## config.mk

```make
export PLATFORM = sky130hd
export DESIGN_NAME = trial_division_prime_test_unit_flat
export DESIGN_NICKNAME = d
export VERILOG_FILES = /design/src/sv/tdp_pkg.sv /design/src/sv/tdp_req_if.sv /design/src/sv/tdp_rsp_if.sv /design/src/sv/tdp_ctrl.sv /design/src/sv/tdp_datapath.sv /design/src/sv/trial_division_prime_test_unit.sv /design/src/flat_wrapper.sv
export SDC_FILE = /design/constraint.sdc
export NUM_CORES = 1
export LEC_CHECK = 0
export ABC_AREA = 1
export BUFFER_PORTS_ARGS = -buffer_cell sky130_fd_sc_hd__buf_2
export CAP_MARGIN = 10
export CORE_UTILIZATION = 50
export CTS_BUF_LIST = sky130_fd_sc_hd__clkbuf_16
export DETAILED_ROUTE_END_ITERATION = 6
export GPL_TIMING_DRIVEN = 0
export HOLD_SLACK_MARGIN = 0.15
export PLACE_DENSITY = 0.73
export RECOVER_POWER = 50
export SLEW_MARGIN = 20
export SYNTH_ARGS = -nofsm -noshare
export SYNTH_HDL_FRONTEND = slang
export SYNTH_SLANG_ARGS = --single-unit
export TNS_END_PERCENT = 10
```

## constraint.sdc

```tcl
create_clock -name clk_i -period 3.4 [get_ports clk_i]
set_input_delay 0.34 -clock clk_i [delete_from_list [all_inputs] [get_ports clk_i]]
set_output_delay 0.34 -clock clk_i [all_outputs]
set_load 0.01 [all_outputs]
```

## src/sv/tdp_pkg.sv

```systemverilog
package tdp_pkg;

  // Operand width and derived datapath widths
  localparam int unsigned WIDTH = 32;
  localparam int unsigned DIV_W = WIDTH / 2 + 1;
  localparam int unsigned SQ_W  = WIDTH + 2;
  localparam int unsigned REM_W = DIV_W + 1;
  localparam int unsigned CNT_W = $clog2(WIDTH);

  localparam logic [DIV_W-1:0] FIRST_DIV = DIV_W'(3);
  localparam logic [SQ_W-1:0]  FIRST_SQ  = SQ_W'(9);
  localparam logic [CNT_W-1:0] LAST_BIT  = CNT_W'(WIDTH - 1);

  typedef enum logic [2:0] {
    S_IDLE,
    S_CLASSIFY,
    S_COMPARE,
    S_DIVIDE,
    S_TEST,
    S_FINISH
  } state_e;

  // Controller to datapath
  typedef struct packed {
    logic load;
    logic start_div;
    logic div_step;
    logic next_div;
    logic verdict_we;
    logic verdict;
    logic load_out;
  } cmd_t;

  // Datapath to controller
  typedef struct packed {
    logic trivial;
    logic trivial_prime;
    logic sq_gt;
    logic div_last;
    logic rem_zero;
    logic out_free;
  } status_t;

endpackage

```

## src/sv/tdp_req_if.sv

```systemverilog
interface tdp_req_if;
  logic                        valid;
  logic                        ready;
  logic [tdp_pkg::WIDTH-1:0]   value;
  logic                        mode;

  modport source (output valid, output value, output mode, input ready);
  modport sink   (input valid, input value, input mode, output ready);
endinterface

```

## src/sv/tdp_rsp_if.sv

```systemverilog
interface tdp_rsp_if;
  logic valid;
  logic ready;
  logic is_prime;

  modport source (output valid, output is_prime, input ready);
  modport sink   (input valid, input is_prime, output ready);
endinterface

```

## src/sv/tdp_ctrl.sv

```systemverilog
module tdp_ctrl (
  input  logic             clk_i,
  input  logic             rst_ni,
  input  logic             req_valid_i,
  output logic             req_ready_o,
  input  tdp_pkg::status_t status_i,
  output tdp_pkg::cmd_t    cmd_o
);

  tdp_pkg::state_e state_q, state_d;

  // Hold state
  always_ff @(posedge clk_i or negedge rst_ni) begin
    if (!rst_ni) begin
      state_q <= tdp_pkg::S_IDLE;
    end else begin
      state_q <= state_d;
    end
  end

  // Next state
  always_comb begin
    state_d = state_q;
    case (state_q)
      tdp_pkg::S_IDLE: begin
        if (req_valid_i) state_d = tdp_pkg::S_CLASSIFY;
      end
      tdp_pkg::S_CLASSIFY: begin
        state_d = status_i.trivial ? tdp_pkg::S_FINISH : tdp_pkg::S_COMPARE;
      end
      tdp_pkg::S_COMPARE: begin
        state_d = status_i.sq_gt ? tdp_pkg::S_FINISH : tdp_pkg::S_DIVIDE;
      end
      tdp_pkg::S_DIVIDE: begin
        if (status_i.div_last) state_d = tdp_pkg::S_TEST;
      end
      tdp_pkg::S_TEST: begin
        state_d = status_i.rem_zero ? tdp_pkg::S_FINISH : tdp_pkg::S_COMPARE;
      end
      tdp_pkg::S_FINISH: begin
        if (status_i.out_free) state_d = tdp_pkg::S_IDLE;
      end
      default: state_d = tdp_pkg::S_IDLE;
    endcase
  end

  // Commands
  always_comb begin
    cmd_o       = '0;
    req_ready_o = 1'b0;
    case (state_q)
      tdp_pkg::S_IDLE: begin
        req_ready_o = 1'b1;
        cmd_o.load  = req_valid_i;
      end
      tdp_pkg::S_CLASSIFY: begin
        cmd_o.verdict_we = status_i.trivial;
        cmd_o.verdict    = status_i.trivial_prime;
      end
      tdp_pkg::S_COMPARE: begin
        cmd_o.verdict_we = status_i.sq_gt;
        cmd_o.verdict    = 1'b1;
        cmd_o.start_div  = !status_i.sq_gt;
      end
      tdp_pkg::S_DIVIDE: begin
        cmd_o.div_step = 1'b1;
      end
      tdp_pkg::S_TEST: begin
        cmd_o.verdict_we = status_i.rem_zero;
        cmd_o.verdict    = 1'b0;
        cmd_o.next_div   = !status_i.rem_zero;
      end
      tdp_pkg::S_FINISH: begin
        cmd_o.load_out = status_i.out_free;
      end
      default: begin
        cmd_o = '0;
      end
    endcase
  end

endmodule

```

## src/sv/tdp_datapath.sv

```systemverilog
module tdp_datapath (
  input  logic                      clk_i,
  input  logic                      rst_ni,
  input  logic [tdp_pkg::WIDTH-1:0] value_i,
  input  logic                      mode_i,
  input  tdp_pkg::cmd_t             cmd_i,
  output tdp_pkg::status_t          status_o,
  output logic                      out_valid_o,
  input  logic                      out_ready_i,
  output logic                      is_prime_o
);

  logic [tdp_pkg::WIDTH-1:0] value_q;
  logic                      mode_q;
  logic [tdp_pkg::DIV_W-1:0] div_q, div_d;
  logic [tdp_pkg::SQ_W-1:0]  sq_q, sq_d;
  logic [tdp_pkg::REM_W-1:0] rem_q, rem_d;
  logic [tdp_pkg::CNT_W-1:0] cnt_q, cnt_d;
  logic                      verdict_q;
  logic                      out_valid_q;
  logic                      is_prime_q;

  logic [tdp_pkg::REM_W-1:0] rem_shift;
  logic [tdp_pkg::REM_W-1:0] div_ext;
  logic                      neg, below_two, two_or_three;

  // Classify the held value
  assign neg          = mode_q & value_q[tdp_pkg::WIDTH-1];
  assign below_two    = (value_q < tdp_pkg::WIDTH'(2));
  assign two_or_three = (value_q == tdp_pkg::WIDTH'(2)) || (value_q == tdp_pkg::WIDTH'(3));

  // One restoring remainder step per cycle, msb first
  assign rem_shift = {rem_q[tdp_pkg::REM_W-2:0], value_q[cnt_q]};
  assign div_ext   = {1'b0, div_q};

  always_comb begin
    rem_d = rem_q;
    cnt_d = cnt_q;
    if (cmd_i.start_div) begin
      rem_d = '0;
      cnt_d = tdp_pkg::LAST_BIT;
    end else if (cmd_i.div_step) begin
      rem_d = (rem_shift >= div_ext) ? rem_shift - div_ext : rem_shift;
      cnt_d = cnt_q - tdp_pkg::CNT_W'(1);
    end
  end

  // Advance divisor and its square: (d+2)^2 = d^2 + 4d + 4
  always_comb begin
    div_d = div_q;
    sq_d  = sq_q;
    if (cmd_i.load) begin
      div_d = tdp_pkg::FIRST_DIV;
      sq_d  = tdp_pkg::FIRST_SQ;
    end else if (cmd_i.next_div) begin
      div_d = div_q + tdp_pkg::DIV_W'(2);
      sq_d  = sq_q + tdp_pkg::SQ_W'({div_q, 2'b00}) + tdp_pkg::SQ_W'(4);
    end
  end

  // Hold operand and search registers
  always_ff @(posedge clk_i or negedge rst_ni) begin
    if (!rst_ni) begin
      value_q    <= '0;
      mode_q     <= 1'b0;
      div_q      <= tdp_pkg::FIRST_DIV;
      sq_q       <= tdp_pkg::FIRST_SQ;
      rem_q      <= '0;
      cnt_q      <= '0;
      verdict_q  <= 1'b0;
      is_prime_q <= 1'b0;
    end else begin
      if (cmd_i.load) begin
        value_q <= value_i;
        mode_q  <= mode_i;
      end
      div_q <= div_d;
      sq_q  <= sq_d;
      rem_q <= rem_d;
      cnt_q <= cnt_d;
      if (cmd_i.verdict_we) verdict_q <= cmd_i.verdict;
      if (cmd_i.load_out)   is_prime_q <= verdict_q;
    end
  end

  // Output register valid
  always_ff @(posedge clk_i or negedge rst_ni) begin
    if (!rst_ni) begin
      out_valid_q <= 1'b0;
    end else if (cmd_i.load_out) begin
      out_valid_q <= 1'b1;
    end else if (out_ready_i) begin
      out_valid_q <= 1'b0;
    end
  end

  assign status_o.trivial       = neg | below_two | two_or_three | !value_q[0];
  assign status_o.trivial_prime = !neg & two_or_three;
  assign status_o.sq_gt         = (sq_q > {2'b00, value_q});
  assign status_o.div_last      = (cnt_q == '0);
  assign status_o.rem_zero      = (rem_q == '0);
  assign status_o.out_free      = !out_valid_q | out_ready_i;

  assign out_valid_o = out_valid_q;
  assign is_prime_o  = is_prime_q;

endmodule

```

## src/sv/trial_division_prime_test_unit.sv

```systemverilog
// Trial-division primality test for WIDTH-bit values (32 by default).
//
// Request channel req_i carries value and mode (0 unsigned, 1 two's
// complement); response channel rsp_o carries is_prime, one response per
// request, in order. Both use valid/ready; a transfer happens on a rising
// edge with valid and ready high.
// One request is worked on at a time; req_i.ready is high only while idle.
// Values settled by classification (negative, below 2, 2, 3, even) pass
// from the classify state through the finish state to the output
// register. Odd values run a search over odd divisors from d = 3 upward
// while d*d <= value; each divisor takes a compare step, a restoring
// remainder unit at one bit per cycle and a test step; a 32-bit prime
// near 2^32 needs about 32768 divisors.
// The response sits in an output register: a stalled receiver holds it
// there and the next request is still taken and searched; a finished
// search waits until the register is free.
// Reset (rst_ni, asynchronous, active low) returns the controller to idle
// and drops any pending response.
module trial_division_prime_test_unit (
  input  logic clk_i,
  input  logic rst_ni,
  tdp_req_if.sink   req_i,
  tdp_rsp_if.source rsp_o
);

  tdp_pkg::cmd_t    cmd;
  tdp_pkg::status_t status;

  tdp_ctrl u_ctrl (
    .clk_i       (clk_i),
    .rst_ni      (rst_ni),
    .req_valid_i (req_i.valid),
    .req_ready_o (req_i.ready),
    .status_i    (status),
    .cmd_o       (cmd)
  );

  tdp_datapath u_datapath (
    .clk_i       (clk_i),
    .rst_ni      (rst_ni),
    .value_i     (req_i.value),
    .mode_i      (req_i.mode),
    .cmd_i       (cmd),
    .status_o    (status),
    .out_valid_o (rsp_o.valid),
    .out_ready_i (rsp_o.ready),
    .is_prime_o  (rsp_o.is_prime)
  );

endmodule
```

## src/flat_wrapper.sv

```systemverilog
// flat-port wrapper written by rule: the top's interface ports become plain ports
module trial_division_prime_test_unit_flat 
  (clk_i, rst_ni, req_i_valid, req_i_value, req_i_mode, req_i_ready, rsp_o_valid, rsp_o_is_prime, rsp_o_ready);
  tdp_req_if req_i_i ();
  tdp_rsp_if rsp_o_i ();
  input  logic clk_i;
  input  logic rst_ni;
  input wire logic [$bits(req_i_i.valid)-1:0] req_i_valid;
  input wire logic [$bits(req_i_i.value)-1:0] req_i_value;
  input wire logic [$bits(req_i_i.mode)-1:0] req_i_mode;
  output wire logic [$bits(req_i_i.ready)-1:0] req_i_ready;
  output wire logic [$bits(rsp_o_i.valid)-1:0] rsp_o_valid;
  output wire logic [$bits(rsp_o_i.is_prime)-1:0] rsp_o_is_prime;
  input wire logic [$bits(rsp_o_i.ready)-1:0] rsp_o_ready;
  assign req_i_i.valid = req_i_valid;
  assign req_i_i.value = req_i_value;
  assign req_i_i.mode = req_i_mode;
  assign req_i_ready = req_i_i.ready;
  assign rsp_o_valid = rsp_o_i.valid;
  assign rsp_o_is_prime = rsp_o_i.is_prime;
  assign rsp_o_i.ready = rsp_o_ready;
  trial_division_prime_test_unit u_core (.clk_i(clk_i), .rst_ni(rst_ni), .req_i(req_i_i), .rsp_o(rsp_o_i));
endmodule
```

==> flow_summary.json <==
{
  "status": "finished with violations",
  "violations": "max-capacitance violations, max-slew violations",
  "met2_usage_pct": 45.6,
  "finalPower_mw": 2.41,
  "min_from": "rsp_o_ready",
  "routed_wirelength_um": 24400,
  "dp_hpwl_um": 19500,
  "detail-route-antenna-nets": 0,
  "start_util_pct": 51.9,
  "maxSlewViolCount": 44,
  "antennaDiodeCount": 0,
  "rows": 47,
  "ys_warn_count": 0,
  "clock_path_buffers": 2,
  "r2r_setup_slack_ps": 160,
  "r2r_start": "u_core.u_datapath.cnt_q[0]",
  "synth.net_count": 1366,
  "p_int_mw": 1.89,
  "seq_power_share_pct": 54.8,
  "cts_sinks": 111,
  "r2r_cells": 18,
  "crit_path_end_kind": "register",
  "gp_congestion": 0.956,
  "cts_tree": "yes",
  "p_sw_share_pct": 21.3,
  "fp.dieW_um": 134,
  "power.density_nw_per_um2": 253,
  "drv_cap": 1,
  "final_nets": 1418,
  "port_buffers": 39,
  "min_period_ps": 3240,
  "antenna_found_initial": 0,
  "switchingPower_uw": 514,
  "core_sq_um": 16800,
  "combPwrFrac_pct": 2.0,
  "async_reset_ff_share_pct": 100,
  "synth_ff_type": "dfrtp_1",
  "synthDistinctLibCells": 47,
  "yosys.area.top_type": "dfrtp_1",
  "grt_pass1_vias": 7858,
  "numCtsBuffers": 9,
  "synth_top_cell_area_share_pct": 30.9,
  "gr-usage-met1_pct": 38.2,
  "worstSkewPairLatency_ps": 360,
  "fin_crit_sh_pct": 95.4,
  "start_kind": "register",
  "setup_violations": 0,
  "netlist_area_sq_um": 8730,
  "fin_setup_tns_ps": 0,
  "drt_iter0_markers": 704,
  "whs_ps": 186,
  "grt_use_met3_pct": 4.20,
  "tightest_slew_ps": 2430,
  "r2r-end": "u_core.u_datapath.rem_q[11]",
  "grt_use_total_pct": 28.0,
  "fin_skew_ps": 8.56,
  "overflow": 0,
  "clock-root-buffer": "clkbuf_16",
  "worstPathRequired_ps": 3640,
  "dr.pass1.iters": 5,
  "syn_avg_cell_area_sq_um": 7.03,
  "clk_pin_slew_ps": 70,
  "hold_class": "in2reg",
  "htreeDepth": 3,
  "ys_top_cells_by_area": "dfrtp_1, nand2_1, ha_1, inv_1, nand3_1",
  "vias": 8508,
  "seq_area_frac_synth_pct": 31.8,
  "ir_drop_mv": 0.187,
  "relSlewSlack_pct": -62.1,
  "route.detailed.drc": 0,
  "grt_pass1_wl_um": 39500,
  "area_growth_pct": 8.88,
  "num_io_pins": 40,
  "dieArea_sq_um": 18000,
  "grt_max_degree": 70,
  "ys_seq_elements": 111,
  "synthCells": 1242,
  "arrival_ps": 3490,
  "hold_violations": 0,
  "fp.dieH_um": 134,
  "max_freq_ghz": 0.308,
  "p_leak_nw": 5.03,
  "hold_end": "u_core.u_datapath.out_valid_o",
  "wl_per_cell_um": 16.1,
  "p_clk_share_pct": 43.2,
  "top_usage_layer": "met2",
  "worstSetupPathType": "reg2reg",
  "synth-edff-count": 0,
  "vias_per_cell": 5.60,
  "min_path_cells": 2,
  "critPathMaxFanout": 11,
  "drive_gt1_share_pct": 9.55
}
[synth_stat cells (13+ instances only)]
cell and count:
nand2_1 321, inv_1 145, dfrtp_1 108, nor2_1 107, nand3_1 100, o21ai_0 86, ha_1 85, a21oi_1 81
nand4_1 37, nor3_1 18, o21ai_1 16, inv_2 13
[critical path: stages (launching register included)]
cell	delay (ps)
dfrtp_1	360
buf_2	180
inv_2	150
clkbuf_4	240
nor2_1	60
o22ai_1	290
nand2_1	90
nand4_1	100
nand2_1	100
ha_1	230
fa_1	430
inv_1	110
nand4_1	120
nand4_2	140
buf_6	160
buf_12	150
nand3_2	70
nand2_1	80
nand2_1	50
[metal layers]
layer,up-vias,share of wire [%]
met4,0,2.3
met2,288,45
met1,3969,46
li1,4210,-
met5,-,0
met3,41,6.8
[stage by stage]
step	area [sq um]	utilization [%]	setup slack (ps)	std cells
2_1_floorplan	8730	-	777	1242
3_3_place_gp	9200	54.7	137	1501
3_5_place_dp	9240	54.9	130	1502
4_1_cts	9530	56.6	106	1518
5_1_grt	9510	56.5	-15.0	1518
6_report	9510	56.5	158	1518
[how the worst max path moves through the flow]
stage / start / endpoint / slack (ps) / cells past startpoint
after detailed placement: u_core.u_datapath.cnt_q[0] / u_core.u_datapath.rem_q[12] / 130 / 17
final: u_core.u_datapath.cnt_q[0] / u_core.u_datapath.rem_q[11] / 160 / 18
after CTS: u_core.u_datapath.cnt_q[0] / u_core.u_datapath.rem_q[12] / 110 / 18
after global routing: u_core.u_datapath.cnt_q[0] / u_core.u_datapath.rem_q[10] / -20 / 18
after global placement: u_core.u_datapath.cnt_q[0] / u_core.u_datapath.rem_q[10] / 140 / 17
after floorplan: u_core.u_datapath.cnt_q[0] / u_core.u_datapath.rem_q[10] / 780 / 18
[sequential cells by signal, indices dropped and copies added, names as in the netlist]
| name | cells |
|---|---|
| u_core.u_datapath.div_q | 16 |
| u_core.u_datapath.is_prime_o | 1 |
| u_core.u_datapath.out_valid_o | 1 |
| u_core.u_datapath.rem_q | 18 |
| u_core.u_datapath.verdict_q | 1 |
| u_core.u_datapath.mode_q | 1 |
| u_core.u_datapath.cnt_q | 5 |
| u_core.u_datapath.value_q | 32 |
| u_core.u_ctrl.state_q | 3 |
| u_core.u_datapath.sq_q | 33 |
[power groups by stage]
stage / sequential [mW] / clock (mW) / combinational [mW]
floorplan: 1.35 / 0 / 0.0000101
global placement: 1.35 / 0 / 0.0468
detailed placement: 1.35 / 0 / 0.0524
CTS: 1.32 / 1.05 / 0.0537
global route: 1.32 / 1.10 / 0.0551
finish: 1.32 / 1.04 / 0.0481
[what timing repair did]
item / in CTS / in global routing
hold buffers: 1 / 0
setup endpoints to repair: 0 / 10
setup buffers: 0 / 0
endpoints found under the hold margin: 41 / 0
resized for setup: 0 / 6
[placed cells by master, fill, tap and decap left out, drive strengths merged, types with 7 or more instances in the layout]
cell type	netlist	routed
buf	20	56
ha	85	85
nand4	38	38
nor3	22	22
xor2	11	11
inv	158	159
dfrtp	108	108
nand2	332	332
nand3	105	105
o21ai	102	102
nor2	114	114
a21oi	83	83
clkbuf	7	20
a21o	7	7
xnor2	11	11
[area by class of cell]
| cell class | count | area, sq um |
|---|---|---|
| Tap cell | 220 | 275 |
| Clock inverter | 6 | 53.8 |
| Fill cell | 1655 | 7310 |
| Multi-Input combinational cell | 945 | 5190 |
| Sequential cell | 111 | 2780 |
| Clock buffer | 9 | 225 |
| Timing Repair Buffer | 41 | 213 |
| Inverter | 159 | 597 |
| Buffer | 27 | 173 |
[logic make-up after synthesis]
family                     after synthesis  synth area share, %
adders and majority gates               87                 12.6
buffers and inverters                  186                 8.75
muxes                                    1                0.129
DFF                                    111                 31.8
xor gates and xnor gates                22                 2.21
and+or+nand+nor                        625                 31.6
AOI/OAI and AO/OA                      210                 12.8
No activity file was read; power rests on OpenSTA's default activity.
